File: src/sv/dqtm_ram.sv
// Generic single-port-write, single-port-read RAM with registered read data.
module dqtm_ram #(
	parameter int Width = 8,
	parameter int Depth = 16
) (
	input logic clk,
	input logic we,
	input logic [$clog2(Depth)-1:0] waddr,
	input logic [Width-1:0] wdata,
	input logic [$clog2(Depth)-1:0] raddr,
	output logic [Width-1:0] rdata
);
	logic [Width-1:0] mem [Depth];

	// Write port and registered read port.
	always_ff @(posedge clk) begin
		if (we) begin
			mem[waddr] <= wdata;
		end
		rdata <= mem[raddr];
	end
endmodule

File: config.mk
export PLATFORM = sky130hd
export DESIGN_NAME = dqtm_ram
export DESIGN_NICKNAME = d
export VERILOG_FILES = /design/src/sv/dqtm_ram.sv
export SDC_FILE = /design/constraint.sdc
export NUM_CORES = 1
export LEC_CHECK = 0
export BUFFER_PORTS_ARGS = -buffer_cell sky130_fd_sc_hd__buf_2
export CAP_MARGIN = 30
export CORE_ASPECT_RATIO = 1.1
export CORE_UTILIZATION = 40
export CTS_CLUSTER_SIZE = 16
export DETAILED_ROUTE_END_ITERATION = 7
export PLACE_DENSITY_LB_ADDON = 0.2
export SYNTH_ARGS = -nofsm -noshare
export SYNTH_HDL_FRONTEND = slang
export SYNTH_SLANG_ARGS = --single-unit
File: constraint.sdc
create_clock -name clk -period 2 [get_ports clk]
set_input_delay 0.1 -clock clk [delete_from_list [all_inputs] [get_ports clk]]
set_output_delay 0.1 -clock clk [all_outputs]
set_load 0.01 [all_outputs]
---- After elaboration in Yosys (flattened, before gate mapping) ----
Memory sizes are Yosys's and may differ from the RTL's. A register that Yosys moved wholly into a read port is not among the register bits.
Cells that the tools add are included.
W data, S select, Z words.
cells by class
  shift-type cells ........................ 0
  $mul .................................... 0
  reduce and logical (&&, ||, !) cells .... 0
  equality and inequality tests ........... 0
  multiplexer cells ....................... 2
  bitwise operators ....................... 0
  div/mod/pow operators ................... 0
  add/sub/neg operators ................... 0
  order comparisons ....................... 0
operator list
  cell     number
  $mux W1  2
word-level totals
  bits in writable memories ............... 128
  register bits ........................... 0
  output and inout port bits .............. 8
  input bits .............................. 18
  memories ................................ 1
  latch bits .............................. 0
  memory bits (read-only) ................. 0
memory list
  name  words  width  read ports  clocked after memory_dff  write ports  line  text
  mem   16     8      1           1                         1            13    logic [Width-1:0] mem [Depth];

---- Logic depth before layout (Yosys ltp) ----
Gate-level depths: netlist (run 1).
  depth after elaboration ................. 2
  gate-level depth with buffers ........... 5
  depth with buffers taken out ............ 3

---- Worst setup path before layout (run 1) ----
OpenSTA, ideal clock, no wires.
  path type ............................... in2reg
  from .................................... input port waddr[2]
  to ...................................... memory mem[0][0], enable pin
  stages .................................. 2
  required time ........................... 1.617 ns
  arrival ................................. 1.210 ns
  buffers on the path ..................... 0
  path slack .............................. 0.407 ns
  library setup time ...................... 0.383 ns
  path through ............................ or3b_2 -> nor3_1
RTL lines
  what         line  text
  from (decl)  8     input logic [$clog2(Depth)-1:0] waddr,
  to (decl)    13
No word-level cell before the write port.

==> run metrics, run 1 <==
status=finished clean; Syn Inst Count=229; number of remaining DRC errors=0; max-slew violations=0; Worst setup SP type=register; min-delay src=wdata[3]; clk sinks=136; root buffer cell=clkbuf_16; IO Count=26; routed len/inst=22.3 µm; maximum vdd drop=0.618 mV; antenna violations before repair=1; first-pass GRT wire length=15100 µm; Ys Warns=0; most common cell after layout, fill and taps aside=edfxtp_1; TNS Setup=0 ns; number of cells on the worst reg-to-reg path=3; Area Growth Syn to Fin=19.9%; Critical Path End Type=register; Final Skew=0.00859 ns; fraction of layout cells with a size suffix above 1=0.318; hpwl dp=6080 µm; setup slack, reg-to-reg=0.62 ns; R2R Path Start=mem[0][0]$_DFFE_PP_; Syn Area/Cell=22.5 µm²; Max-Cap Viols=0; CTS max path bufs=2; post-synth cell types=19; H-tree Lvls=4; Slew @ Worst Pin=0.433 ns; Worst slew margin=0.712; fin cells=453; Yosys reg bits=136; fillers=1059; crit path from=mem[0][0]$_DFFE_PP_; CP required=2.28 ns; Cell Pwr Density=1090 nW/µm²; Die Area=13300 µm²; post-synthesis sequential area ratio=0.778; CP Class=register to register; die width=110 µm; Post-CTS Setup Repair Bufs=0; CTS tree=yes; setup violators final=0; RSZ-0062 raised after global routing=no; most frequent cells in the layout=128 x edfxtp_1, 25 x buf_2, 18 x mux4_2, 18 x buf_4, 17 x clkbuf_16; DRT iter0 DRCs=212; DRT Wirelength=10100 µm; Clock transition at path regs=0.06 ns; final worst slack=0.617 ns; global route total overflow=0; crit share post-route=0.692; cts hold-fix bufs=0; drt via density=5.29; Reg-to-Reg End=rdata[0]$_DFF_P_; Syn Nets=247; IO Port Bufs=25; fmax=0.723 GHz; Die Y=121 µm; # diodes=0; pre-CTS setup slack=0.368 ns; Hold Vio Cnt, Final=0; Overall Global Routing Usage=0.170; Final Critical Period=1.38 ns; Worst Hold End=mem[4][3]$_DFFE_PP_; CP Max Fanout=1; Hold WS=0.0789 ns; gpl congestion=0.705; core area=12600 µm²; CTS-repair resized insts=0; Skew-Pair Late Insertion Delay=0.41 ns; post-layout power=6.70 mW; vias=2396; critical path arrival=1.66 ns; static leakage=2.11 nW; Initial Utilization=0.409; Num CTS Buffers=17; Hold Crit Depth=1; Min-Delay Path Class=input port to register; final antenna-violating net count=0; Post-Syn Area=5150 µm²; DRT Pass-1 Iters=4; pin count of the biggest net entering global routing=33; Core Rows=43; nets=301; DP Cell Count=421; vias in the first global route=2511
-- worst max path at each step --
stage                           to  slack [ns]  cells past startpoint
5_1_grt           rdata[0]$_DFF_P_        0.57                      3
3_5_place_dp      rdata[0]$_DFF_P_        0.37                      5
6_report          rdata[0]$_DFF_P_        0.62                      3
3_3_place_gp      rdata[0]$_DFF_P_        0.37                      5
4_1_cts           rdata[0]$_DFF_P_        0.60                      3
2_1_floorplan  mem[0][0]$_DFFE_PP_        0.41                      2
-- worst max-delay path, stage by stage (launching register included) --
cell and delay, ns:
edfxtp_1 0.36, mux4_1 0.49, a22oi_1 0.28, nand2_1 0.12
-- logic make-up after synthesis --
logic type / share of synthesized area
AND/OR/NAND/NOR: 0.0318
multiplexers: 0.150
flip-flops: 0.778
buffers and inverters: 0.0168
AO/OA/AOI/OAI: 0.0233
-- stage by stage --
| stage | utilization | cell area (µm²) |
|---|---|---|
| 6_report | 0.490 | 6170 |
| 4_1_cts | 0.490 | 6170 |
| 3_5_place_dp | 0.441 | 5560 |
| 5_1_grt | 0.490 | 6170 |
| 3_3_place_gp | 0.441 | 5560 |
| 2_1_floorplan | - | 5150 |
-- sequential cells by signal (all words and copies together) (netlist names) --
signal / cells
mem: 128
rdata: 8
-- final cells by class --
cell class,instances,area [µm²],area share
clock buffers,19,433,0.0702
clock inverters,13,180,0.0292
multi-input cells,83,1060,0.171
flip-flops and latches,136,4000,0.649
well taps,157,196,0.0318
repair buffers,45,300,0.0487
-- power by group --
group / switching, mW / total, mW / internal (mW)
registers: 0.0207 / 3.21 / 3.19
clock network: 1.11 / 3.19 / 2.08
logic: 0.171 / 0.300 / 0.129
total: 1.30 / 6.70 / 5.40
-- routing by layer --
layer | global-route usage | up-vias | share of wire
met5 | 0 | - | 0.00079
met1 | 0.230 | 1241 | 0.45
met2 | 0.261 | 62 | 0.49
met4 | 0.0715 | 2 | 0.0058
li1 | - | 1083 | -
met3 | 0.0435 | 8 | 0.057
-- Yosys cell counts --
library cell     instances  share of area
nor2_1                  13         0.0095
buf_2                    3         0.0029
buf_6                    3         0.0066
nand2_1                  9         0.0066
or3b_2                   1         0.0017
nand3b_1                 2         0.0029
nand2b_1                 2         0.0024
nor3_1                   4         0.0039
edfxtp_1               128           0.75
mux4_1                  14          0.071
and2_1                   1         0.0012
mux4_2                  18          0.079
nor2b_1                  1         0.0012
nand3_1                  1        0.00097
buf_4                    1         0.0015
a22oi_1                 16          0.023
and2b_1                  1         0.0015
clkdlybuf4s25_2          3         0.0058
dfxtp_1                  8          0.031
Power figures use the tool's default switching activity.
==> run 2: changes to the inputs <==
==> constraint.sdc (replaced) <==
create_clock -name clk -period 1.3 [get_ports clk]
set_input_delay 0.065 -clock clk [delete_from_list [all_inputs] [get_ports clk]]
set_output_delay 0.065 -clock clk [all_outputs]
set_load 0.01 [all_outputs]
==> run metrics, run 2 (synthesis gave the netlist of run 1 again) <==
status=finished clean; number of remaining DRC errors=0 (unchanged); Clock transition at path regs=0.06 ns (about the same); setup violators final=0 (unchanged); clk sinks=136 (unchanged); crit-path cells=mux4_2, a22oi_2, nand2_1; Die Y=121 µm (unchanged); setup slack, reg-to-reg=0.02 ns (-0.60 ns); top flop regs=mem (128), rdata (8); antenna violations before repair=0 (-1); root buffer cell=clkbuf_16; Worst Hold End=mem[4][6]$_DFFE_PP_; Min-Delay Path Class=input port to register; drt via density=5.26 (-0.54%); pin count of the biggest net entering global routing=18 (-45%); vias=2441 (+1.9%); DRT iter0 DRCs=140 (-34%); Most flops, register=mem; gpl congestion=0.746 (+5.9%); vias in the first global route=2590 (+3.1%); area after detailed placement=5670 µm² (+2.0%); CP top delay family=multiplexers; fmax=0.779 GHz (+7.7%); global route total overflow=0 (unchanged); routed len/inst=21.1 µm (-5.5%); hpwl dp=6620 µm (+8.9%); Max-Cap Viols=0 (unchanged); Core Rows=43 (unchanged); Reg-to-Reg End=rdata[5]$_DFF_P_; Cell Pwr Density=1580 nW/µm² (+45%); crit share post-route=0.988 (+0.296); core area=12600 µm² (unchanged); Num CTS Buffers=17 (unchanged); most common cell after layout, fill and taps aside=edfxtp_1; fin area=6210 µm² (+0.69%); maximum vdd drop=0.711 mV (+15%); Post-CTS Setup Repair Bufs=0 (unchanged); RSZ-0062 raised after global routing=yes; # diodes=0 (unchanged); DRT Pass-1 Iters=4 (unchanged); critical path arrival=1.57 ns (-0.09 ns); static leakage=2.10 nW (-0.80%); cts hold-fix bufs=0 (unchanged); CP required=1.59 ns (-0.69 ns); Initial Utilization=0.409 (unchanged); first-pass GRT wire length=15000 µm (-0.78%); Worst setup SP type=register; Final Skew=0.00828 ns (-0.000313 ns); Overall Global Routing Usage=0.164 (-0.00537); Hold WS=0.0472 ns (-0.0316 ns); fin cells=464 (+2.4%); Buf/Inv on CP=0 (unchanged); Hold Vio Cnt, Final=0 (unchanged); slowest cell delay on critical path=0.51 ns (+0.02 ns); TNS Setup=0 ns (unchanged); IO Count=26 (unchanged); max-slew violations=0 (unchanged); H-tree Lvls=4 (unchanged); fin util=0.494 (+0.00338); CTS max path bufs=2 (unchanged); min-delay src=wdata[6]; most frequent cells in the layout=128 x edfxtp_1, 28 x mux4_2, 27 x buf_4; Hold Crit Depth=1 (unchanged); Worst slew margin=0.474 (-0.238); CP Class=register to register; CP Max Fanout=1 (unchanged); Die Area=13300 µm² (unchanged); CP max stage cell=mux4_2; Slew @ Worst Pin=0.788 ns (+0.355 ns); Area Growth Syn to Fin=20.7%; fraction of layout cells with a size suffix above 1=0.394 (+0.0766); IO Port Bufs=25 (unchanged); R2R Path Start=mem[3][5]$_DFFE_PP_; final antenna-violating net count=0 (unchanged); Critical Path End Type=register; Final Critical Period=1.28 ns (-0.0990 ns); max reg flops=128 (unchanged); DP Cell Count=432 (+2.6%); Skew-Pair Late Insertion Delay=0.40 ns (about the same); DRT Wirelength=9780 µm (-3.2%); nets=312 (+3.7%); number of cells on the worst reg-to-reg path=3 (unchanged); CTS tree=yes; die width=110 µm (unchanged)
==> run 2: worst max path at each step <==
stage,endpoint,slack [ns],depth (start not counted),startpoint
2_1_floorplan,mem[3][0]$_DFFE_PP_,-0.03,2,waddr[2]
3_3_place_gp,rdata[3]$_DFF_P_,-0.22,6,raddr[0]
3_5_place_dp,rdata[5]$_DFF_P_,-0.22,5,raddr[0]
4_1_cts,rdata[4]$_DFF_P_,-0.0006,3,mem[2][4]$_DFFE_PP_
5_1_grt,rdata[5]$_DFF_P_,-0.05,3,mem[3][5]$_DFFE_PP_
6_report,rdata[5]$_DFF_P_,0.02,3,mem[3][5]$_DFFE_PP_
==> run 2: area by class of cell <==
class / instances / area (µm²)
Sequential cell: 136 / 4000
Tap cell: 157 / 196
Multi-Input combinational cell: 83 / 1060
Clock inverter: 9 / 77.6
Clock buffer: 23 / 468
Timing Repair Buffer: 56 / 408
Fill cell: 1055 / 6380
==> run 2: power by group <==
| group | internal [mW] | switching (mW) | leakage, nW |
|---|---|---|---|
| sequential | 4.90 | 0.0257 | 1.22 |
| combinational | 0.236 | 0.280 | 0.611 |
| clock | 2.71 | 1.64 | 0.263 |
==> run 2: routing by layer <==
metal  vias up  share of wire  track usage
li1       1096              -            -
met1      1280           0.45        0.222
met2        59           0.50        0.258
met3         6          0.046       0.0446
met4         0         0.0064       0.0559
met5         -              0            0
==> run 2: per-stage QoR <==
step / setup WS, ns / power [mW]
after floorplan: -0.0311 / 5.28
after global placement: -0.216 / 5.51
after detailed placement: -0.224 / 5.53
after CTS: -0.000642 / 9.88
after global routing: -0.0480 / 10.1
final: 0.0155 / 9.80
==> run 2: what timing repair did <==
action                                 CTS  global route
pin swaps                                2             8
setup endpoints to repair                7             7
gates resized for setup                 10             7
endpoints found under the hold margin    0             0
==> run 3: changes to the inputs <==
--- a/config.mk
+++ b/config.mk
@@ -7,6 +7,8 @@
 export LEC_CHECK = 0
 export BUFFER_PORTS_ARGS = -buffer_cell sky130_fd_sc_hd__buf_2
 export CAP_MARGIN = 30
+export CELL_PAD_IN_SITES_DETAIL_PLACEMENT = 0
+export CELL_PAD_IN_SITES_GLOBAL_PLACEMENT = 1
 export CORE_ASPECT_RATIO = 1.1
 export CORE_UTILIZATION = 40
 export CTS_CLUSTER_SIZE = 16
==> run metrics, run 3 (synthesis gave the netlist of run 1 again) <==
Slew @ Worst Pin=0.991 ns (+0.203 ns); max-slew violations=0 (unchanged); final worst slack=-0.0184 ns (-0.0339 ns); DRT iter0 DRCs=209 (+49%); H-tree Lvls=4 (unchanged); Hold WS=0.0388 ns (-0.00840 ns); Clock transition at path regs=0.06 ns (about the same); max reg flops=128 (unchanged); Initial Utilization=0.409 (unchanged); status=finished with violations; maximum vdd drop=0.987 mV (+39%); Die Area=13300 µm² (unchanged); Core Rows=43 (unchanged); Skew-Pair Late Insertion Delay=0.41 ns (about the same); Max-Cap Viols=0 (unchanged); number of remaining DRC errors=2 (+2); min-delay src=wdata[5]; Cell Pwr Density=1580 nW/µm² (about the same); crit share post-route=1.01 (+0.0260); fraction of layout cells with a size suffix above 1=0.391 (-0.00341); Switching Share=0.208 (+0.00918); most common cell after layout, fill and taps aside=edfxtp_1; static leakage=2.07 nW (-1.2%); clk sinks=136 (unchanged); fillers=1027 (-2.7%); post-layout power=9.74 mW (-0.56%); pre-CTS setup slack=-0.253 ns (-0.0291 ns); # diodes=0 (unchanged); CTS tree=yes; nets=307 (-1.6%); routed len/inst=23.2 µm (+10%); top flop regs=mem (128), rdata (8); DRT Wirelength=10700 µm (+9.1%); Worst Hold End=mem[0][5]$_DFFE_PP_; core area=12600 µm² (unchanged); CTS max path bufs=2 (unchanged); global route total overflow=0 (unchanged); Die Y=121 µm (unchanged); vias in the first global route=2486 (-4.0%); Pint=7.72 mW (-1.7%); gpl congestion=0.713 (-4.5%); antenna violations before repair=0 (unchanged); sequential share of power=0.507 (+0.004); Overall Global Routing Usage=0.176 (+0.0115); die width=110 µm (unchanged); Num CTS Buffers=17 (unchanged); drt via density=5.32 (+1.2%); first-pass GRT wire length=15700 µm (+4.6%); RSZ-0062 raised after global routing=yes; CP Class=register to register; failing checks=DRC, setup timing; IO Port Bufs=25 (unchanged); Hold Vio Cnt, Final=0 (unchanged); R2R Path Start=mem[7][1]$_DFFE_PP_; root buffer cell=clkbuf_16; number of cells on the worst reg-to-reg path=3 (unchanged); Worst setup SP type=register; most frequent cells in the layout=128 x edfxtp_1, 27 x mux4_2, 25 x buf_2; setup slack, reg-to-reg=-0.02 ns (-0.03 ns); CP Max Fanout=1 (unchanged); Final Critical Period=1.32 ns (+0.0339 ns); fmax=0.759 GHz (-2.6%); critical path arrival=1.61 ns (+0.04 ns); Min-Delay Path Class=input port to register; fin cells=459 (-1.1%); vias=2443 (+0.082%); CP required=1.59 ns (about the same); DP Cell Count=427 (-1.2%); Area Growth Syn to Fin=19.9%; Critical Path End Type=register; final antenna-violating net count=0 (unchanged); Final Skew=0.00546 ns (-0.00283 ns); Switching Power=2.02 mW (+4.0%); TNS Setup=-0.0184 ns (-0.0184 ns); setup violators final=1 (+1); hpwl dp=6760 µm (+2.1%); Multi-input gate area=1080 µm² (+1.8%); Reg-to-Reg End=rdata[1]$_DFF_P_; DRT Pass-1 Iters=6 (+2); pin count of the biggest net entering global routing=20 (+2); Clock Power Share=0.441 (-0.003); combinational share of power=0.053 (about the same); Register Area=4000 µm² (unchanged); IO Count=26 (unchanged); Most flops, register=mem; Post-CTS Setup Repair Bufs=0 (unchanged); Worst slew margin=0.337 (-0.137); Hold Crit Depth=1 (unchanged)
run 3: cell types whose count changed in the layout (fill, tap and decap cells not counted), moves of 3 or more:
cell      delta
a22oi_1      -3
a22oi_2      +3
buf_4        -4
clkbuf_1     -4
clkinv_1     +4
run 3: critical path, stage by stage (launching register included):
cell and delay (ns):
edfxtp_1 0.39, mux4_2 0.50, a22oi_2 0.23, nand2_1 0.08
run 3: layout make-up:
type	count	share of cell area
well taps	157	0.0318
clock inverters	15	0.0180
repair buffers	51	0.0580
flip-flops and latches	136	0.649
clock buffers	17	0.0689
multi-input cells	83	0.175
run 3: worst max-delay path by stage:
stage,from,end,slack [ns],cells after the start
2_1_floorplan,waddr[2],mem[3][0]$_DFFE_PP_,-0.03,2
3_3_place_gp,raddr[0],rdata[1]$_DFF_P_,-0.24,5
3_5_place_dp,raddr[0],rdata[1]$_DFF_P_,-0.25,5
4_1_cts,mem[1][1]$_DFFE_PP_,rdata[1]$_DFF_P_,-0.009,3
5_1_grt,mem[7][1]$_DFFE_PP_,rdata[1]$_DFF_P_,-0.03,3
6_report,mem[7][1]$_DFFE_PP_,rdata[1]$_DFF_P_,-0.02,3
run 3: layer usage:
layer	GRT usage	wire (µm)	up-vias
li1	-	-	1083
met1	0.234	4870	1287
met2	0.277	5290	61
met3	0.0424	358	12
met4	0.0715	144	0
met5	0	0	-
run 3: power groups by stage:
stage	Combinational (mW)	Sequential, mW	Clock (mW)
floorplan	0.249	5.03	0
global placement	0.489	5.02	0
detailed placement	0.494	5.03	0
CTS	0.502	4.94	4.37
global route	0.558	4.94	4.55
finish	0.513	4.94	4.29
run 3: stage by stage:
stage,area (µm²),utilization
final,6170,0.490
after floorplan,5150,-
after global placement,5620,0.446
after global routing,6170,0.490
after detailed placement,5620,0.446
after CTS,6170,0.490
run 3: timing repair:
item,CTS,global route
setup endpoints to repair,3,8
hold endpoints to repair,0,0
hold buffers,0,0
resized for setup,4,15
pin swaps,1,7
